### src/rtl/rbp_fifo.sv
// Small flop-based queue between the classifier and the depth pipeline.
module rbp_fifo #(
	parameter int W     = 8,
	parameter int DEPTH = 4
) (
	input  logic         clk,
	input  logic         arst_n,
	input  logic         push,
	input  logic [W-1:0] wdata,
	input  logic         pop,
	output logic [W-1:0] rdata,
	output logic         empty,
	output logic         full
);

	localparam int AW = $clog2(DEPTH);

	logic [W-1:0] mem_q [DEPTH];
	logic [AW:0]  wr_q, rd_q;

	assign empty = (wr_q == rd_q);
	assign full  = (wr_q[AW] != rd_q[AW]) && (wr_q[AW-1:0] == rd_q[AW-1:0]);
	assign rdata = mem_q[rd_q[AW-1:0]];

	always_ff @(posedge clk or negedge arst_n) begin
		if (!arst_n) begin
			wr_q <= '0;
			rd_q <= '0;
		end else begin
			if (push) wr_q <= wr_q + (AW+1)'(1);
			if (pop)  rd_q <= rd_q + (AW+1)'(1);
		end
	end

	always_ff @(posedge clk) begin
		if (push) mem_q[wr_q[AW-1:0]] <= wdata;
	end

endmodule

### config.mk
export PLATFORM = sky130hd
export DESIGN_NAME = rbp_fifo
export DESIGN_NICKNAME = d
export VERILOG_FILES = /design/src/rtl/rbp_fifo.sv
export SDC_FILE = /design/constraint.sdc
export NUM_CORES = 1
export LEC_CHECK = 0
export ABC_AREA = 1
export BUFFER_PORTS_ARGS = -buffer_cell sky130_fd_sc_hd__clkbuf_2
export CORE_MARGIN = 3
export CORE_UTILIZATION = 31
export DETAILED_ROUTE_END_ITERATION = 10
export GPL_ROUTABILITY_DRIVEN = 0
export GPL_TIMING_DRIVEN = 0
export PLACE_DENSITY_LB_ADDON = 0.05
export REMOVE_ABC_BUFFERS = 1
export SYNTH_ARGS = -nofsm -noshare
export SYNTH_HDL_FRONTEND = slang
export SYNTH_SLANG_ARGS = --single-unit
### constraint.sdc
create_clock -name clk -period 2.75 [get_ports clk]
set_input_delay 0.6875 -clock clk [delete_from_list [all_inputs] [get_ports clk]]
set_output_delay 0.6875 -clock clk [all_outputs]
set_load 0.05 [all_outputs]
---- Yosys cells after proc, flatten, opt, wreduce, memory -nomap -nowiden ----
Memories as Yosys holds them, arrays and structs flattened.
Cells that the tools add are included.
cells by class
  reductions and logical operators ........ 1
  mux-type cells .......................... 2
  $add $sub $neg .......................... 2
  eq/ne operators ......................... 3
operator list
  cell                 number
  $add 3x1->3 const B  2
  $eq 3x3->1           1
  $eq 2x2->1           1
  $mux 1               2
  $logic_and 1x1->1    1
  $ne 1x1->1           1
storage, ports and cells
  memory bits (writable) .................. 32
  input bits .............................. 12
  flip-flop bits (word level) ............. 6
  logic and storage cells ................. 11
  memories kept ........................... 1
  output and inout port bits .............. 10
memory list
  name   words  width  rd ports  clocked after memory_dff  wr ports  line  text
  mem_q  4      8      1         0                         1         18    logic [W-1:0] mem_q [DEPTH];

---- Longest topological paths before layout ----
  depth after elaboration ................. 2
  gate-level depth with buffers ........... 6
  mapped depth without buffers ............ 5

---- Worst setup path after synthesis ----
No wires, ideal clock.
  kind .................................... register to output
  from .................................... reg rd_q[1]
  to ...................................... out empty
  cell stages (with the launch flop) ...... 7
  data required time ...................... 2.062 ns
  path buffers ............................ 1
  setup slack ............................. 0.676 ns
  arrival ................................. 1.387 ns
  cell sequence ........................... dfrtp_1 > buf_6 > inv_4 > nand2_1 > nand2_1 > nand2_1 > nor2_1
between the ends
  word-level cells in the longest chain between the ends .. 1
RTL lines
  element                 line  text
  from (decl)             19    logic [AW:0] wr_q, rd_q;
  from (signal assigned)  31    if (pop) rd_q <= rd_q + (AW+1)'(1);
  $eq 3x3->1              21    assign empty = (wr_q == rd_q);
  to (decl)               12    output logic empty,
No other way between the ends.

---- Final worst setup path ----
  from .................................... reg rd_q[0]
  to ...................................... out full
between the ends
  word-level cells in the longest chain between the ends .. 2
RTL lines
  element            line  text
  $eq 2x2->1         22    assign full = (wr_q[AW] != rd_q[AW]) && (wr_q[AW-1:0] == rd_q[AW-1:0]);
  $logic_and 1x1->1  22
  to (decl)          13    output logic full
No other way between the ends.

==> run summary <==
======================================================================================================
Run status .............................................................................. complete, no violations
Diodes inserted .........................................................................            0
Routed wire length ......................................................................      2.88 mm
Register bit count reported by yosys ....................................................           38
Count of placed standard cells in the final layout, fillers left out ....................          225
Starting DRT DRC Count ..................................................................           39
Placeable Area ..........................................................................     4940 um2
Relative slew margins ...................................................................        58.2%
Average cell area after synthesis .......................................................     12.2 um2
Maximum capacitance violations ..........................................................            0
Total congestion overflow after global routing ..........................................            0
Inserted Clock Buffers ..................................................................            5
Post-Syn Area ...........................................................................     1650 um2
Filler instances ........................................................................          514
Ratio of cells with drive above 1 in the final layout ...................................        18.4%
Clock transition at the register clock pins on the worst setup and hold paths after CTS .      0.07 ns
CTS sink count ..........................................................................           38
Largest net degree at the start of global routing .......................................           36
Number of primary I/O pins ..............................................................           22
Placement Cell Area .....................................................................     1780 um2
Wire length of the first global-routing pass ............................................      4.52 mm
Setup-failing EPs final .................................................................            0
Crit path max fanout ....................................................................           35
Hold crit path type ..................................................................... primary input to asynchronous set/reset pin
Unrepaired setup endpoints after global routing .........................................        false
Sort of element at the end of the critical path .........................................   output pin
Number of buffers on the longest clock path .............................................            2
Worst path slowest cell .................................................................      dfrtp_2
Type of the worst setup path ............................................................ flip-flop to output pin
Fmax ....................................................................................    0.418 GHz
Hold Slack ..............................................................................     0.222 ns
Vertical extent of the die ..............................................................      79.0 um
Clock skew after layout .................................................................   0.00402 ns
Yosys warnings ..........................................................................            0
Total track usage .......................................................................        10.1%
Area delta synth->final .................................................................        12.7%
Clock Root Buffer .......................................................................     clkbuf_8
Num rows ................................................................................           25
Portion of the post-synthesis area used by sequential elements ..........................        67.2%
IO Port Bufs ............................................................................           21
Level count of the clock H-tree .........................................................            2
Final nets ..............................................................................          174
Critical Path Source Type ...............................................................    flip-flop
Final standard cell area without fillers ................................................     1860 um2
Die outline area ........................................................................     6240 um2
Source-to-sink clock delay at the later pin of the worst-skew pair ......................      0.28 ns
Portion of the clock cycle consumed by the worst path in the final layout ...............        86.9%
Cts hold-fix bufs .......................................................................            0
Cell breakdown of the critical path ..................................................... xnor2_1, nand2_1, nor2_1, clkbuf_2
Minimum clock period after layout .......................................................      2.39 ns
Transition time of the tightest slew-check pin ..........................................     0.627 ns
TritonRoute pass-1 iters ................................................................            4
Avg WL per Cell .........................................................................      12.8 um
Effective utilization at floorplan ......................................................        33.4%
TNS Setup ...............................................................................         0 ns
Max-slew violation total from the final report ..........................................            0
Worst EP arrival ........................................................................      1.70 ns
Number of cells in the design after placement ...........................................          217
Longest individual stage delay on the worst path ........................................      0.77 ns
Die width ...............................................................................      79.0 um
Antenna-violating nets left .............................................................            0
Estimated wirelength of the detail-placed design ........................................      1.84 mm
Vias post-DR ............................................................................          949
Data required time of the critical path .................................................      2.06 ns
Number of global-route vias before repair ...............................................          843
Antenna violations before repair ........................................................            0
Count of unresolved DRC violations after routing ........................................            0
Final Hold Violating Endpoints ..........................................................            0
CTS tree ................................................................................        built
Number of instances in the synthesized netlist ..........................................          135
Vias per cell ...........................................................................         4.22
Post-synthesis cell type count ..........................................................           13
======================================================================================================
cell families after synthesis:
kind of cell / after synthesis / synth area share (%)
DFF: 38 / 67.2
buffers and inverters: 31 / 9.54
adders and majority gates: 5 / 3.79
xor gates and xnor gates: 6 / 3.18
and+or+nand+nor: 37 / 8.40
AOI/OAI and AO/OA: 18 / 7.87
cells in the final DEF (no fill, tap or decap):
master | Yosys | layout
clkbuf_2 | 1 | 21
nand2_1 | 35 | 35
edfxtp_1 | 32 | 32
dfrtp_2 | 0 | 1
o211ai_1 | 16 | 16
nor2_1 | 2 | 2
xor2_1 | 3 | 3
dfrtp_1 | 6 | 5
clkinv_2 | 0 | 1
clkbuf_1 | 0 | 1
inv_4 | 1 | 1
ha_1 | 5 | 5
inv_1 | 24 | 24
o21ai_0 | 2 | 2
clkinv_1 | 0 | 1
clkbuf_8 | 0 | 5
xnor2_1 | 3 | 3
cells in the mapped netlist:
| cell | number | share of area, % |
|---|---|---|
| nor2_1 | 2 | 0.45 |
| clkbuf_2 | 1 | 0.30 |
| xnor2_1 | 3 | 1.6 |
| dfrtp_1 | 6 | 9.1 |
| o21ai_0 | 2 | 0.61 |
| buf_6 | 5 | 3.4 |
| nand2_1 | 35 | 7.9 |
| edfxtp_1 | 32 | 58 |
| inv_1 | 24 | 5.5 |
| inv_4 | 1 | 0.38 |
| xor2_1 | 3 | 1.6 |
| o211ai_1 | 16 | 7.3 |
| ha_1 | 5 | 3.8 |
cell type report:
class | instances | area [um2] | share of cell area, %
Clock buffer | 6 | 72.6 | 3.90
Clock inverter | 2 | 8.76 | 0.470
Inverter | 25 | 96.3 | 5.17
Multi-Input combinational cell | 66 | 384 | 20.6
Sequential cell | 38 | 1110 | 59.7
Tap cell | 67 | 83.8 | 4.50
Timing Repair Buffer | 21 | 105 | 5.64
final timing paths:
path | depth (start not counted) | endpoint | start | slack [ns]
min in group clk | 1 | wr_q[2] | wr_q[2] | 0.49
setup reg to reg | 4 | mem_q[2][4] | wr_q[0] | 1.37
hold reg to reg | 1 | wr_q[2] | wr_q[2] | 0.49
hold / removal | 1 | wr_q[0] | arst_n | 0.22
max in group asynchronous | 1 | rd_q[0] | arst_n | 2.36
setup / recovery | 4 | full | rd_q[0] | 0.36
metrics by stage:
stage / setup slack (ns) / util, %
after floorplan: 0.314 / -
after global placement: 0.344 / 36.0
after detailed placement: 0.320 / 36.0
after CTS: 0.00130 / 37.7
after global routing: 0.225 / 37.7
final: 0.360 / 37.7
routing by layer:
layer,wire length [um],global-route usage [%]
met1,1350,13.1
met2,1340,15.1
met3,140,3.97
met4,48,4.12
met5,0,0
worst max-delay path: cells and delay by family, from the launching register on:
kind | cells | cell delay, ns
xor gates and xnor gates | 1 | 0.18
DFF | 1 | 0.77
and+or+nand+nor | 2 | 0.18
buffers and inverters | 1 | 0.28
state kept, by name, indices dropped and copies added (netlist names):
signal  cells
mem_q      32
rd_q        3
wr_q        3
repair_timing:
item	4_1_cts	5_1_grt
setup buffers	0	0
resized for setup	0	1
setup endpoints to repair	0	10
Power is left out: the tool's default activity adds up to more than one toggle a clock period on the data nets, which glitch-free logic cannot reach.
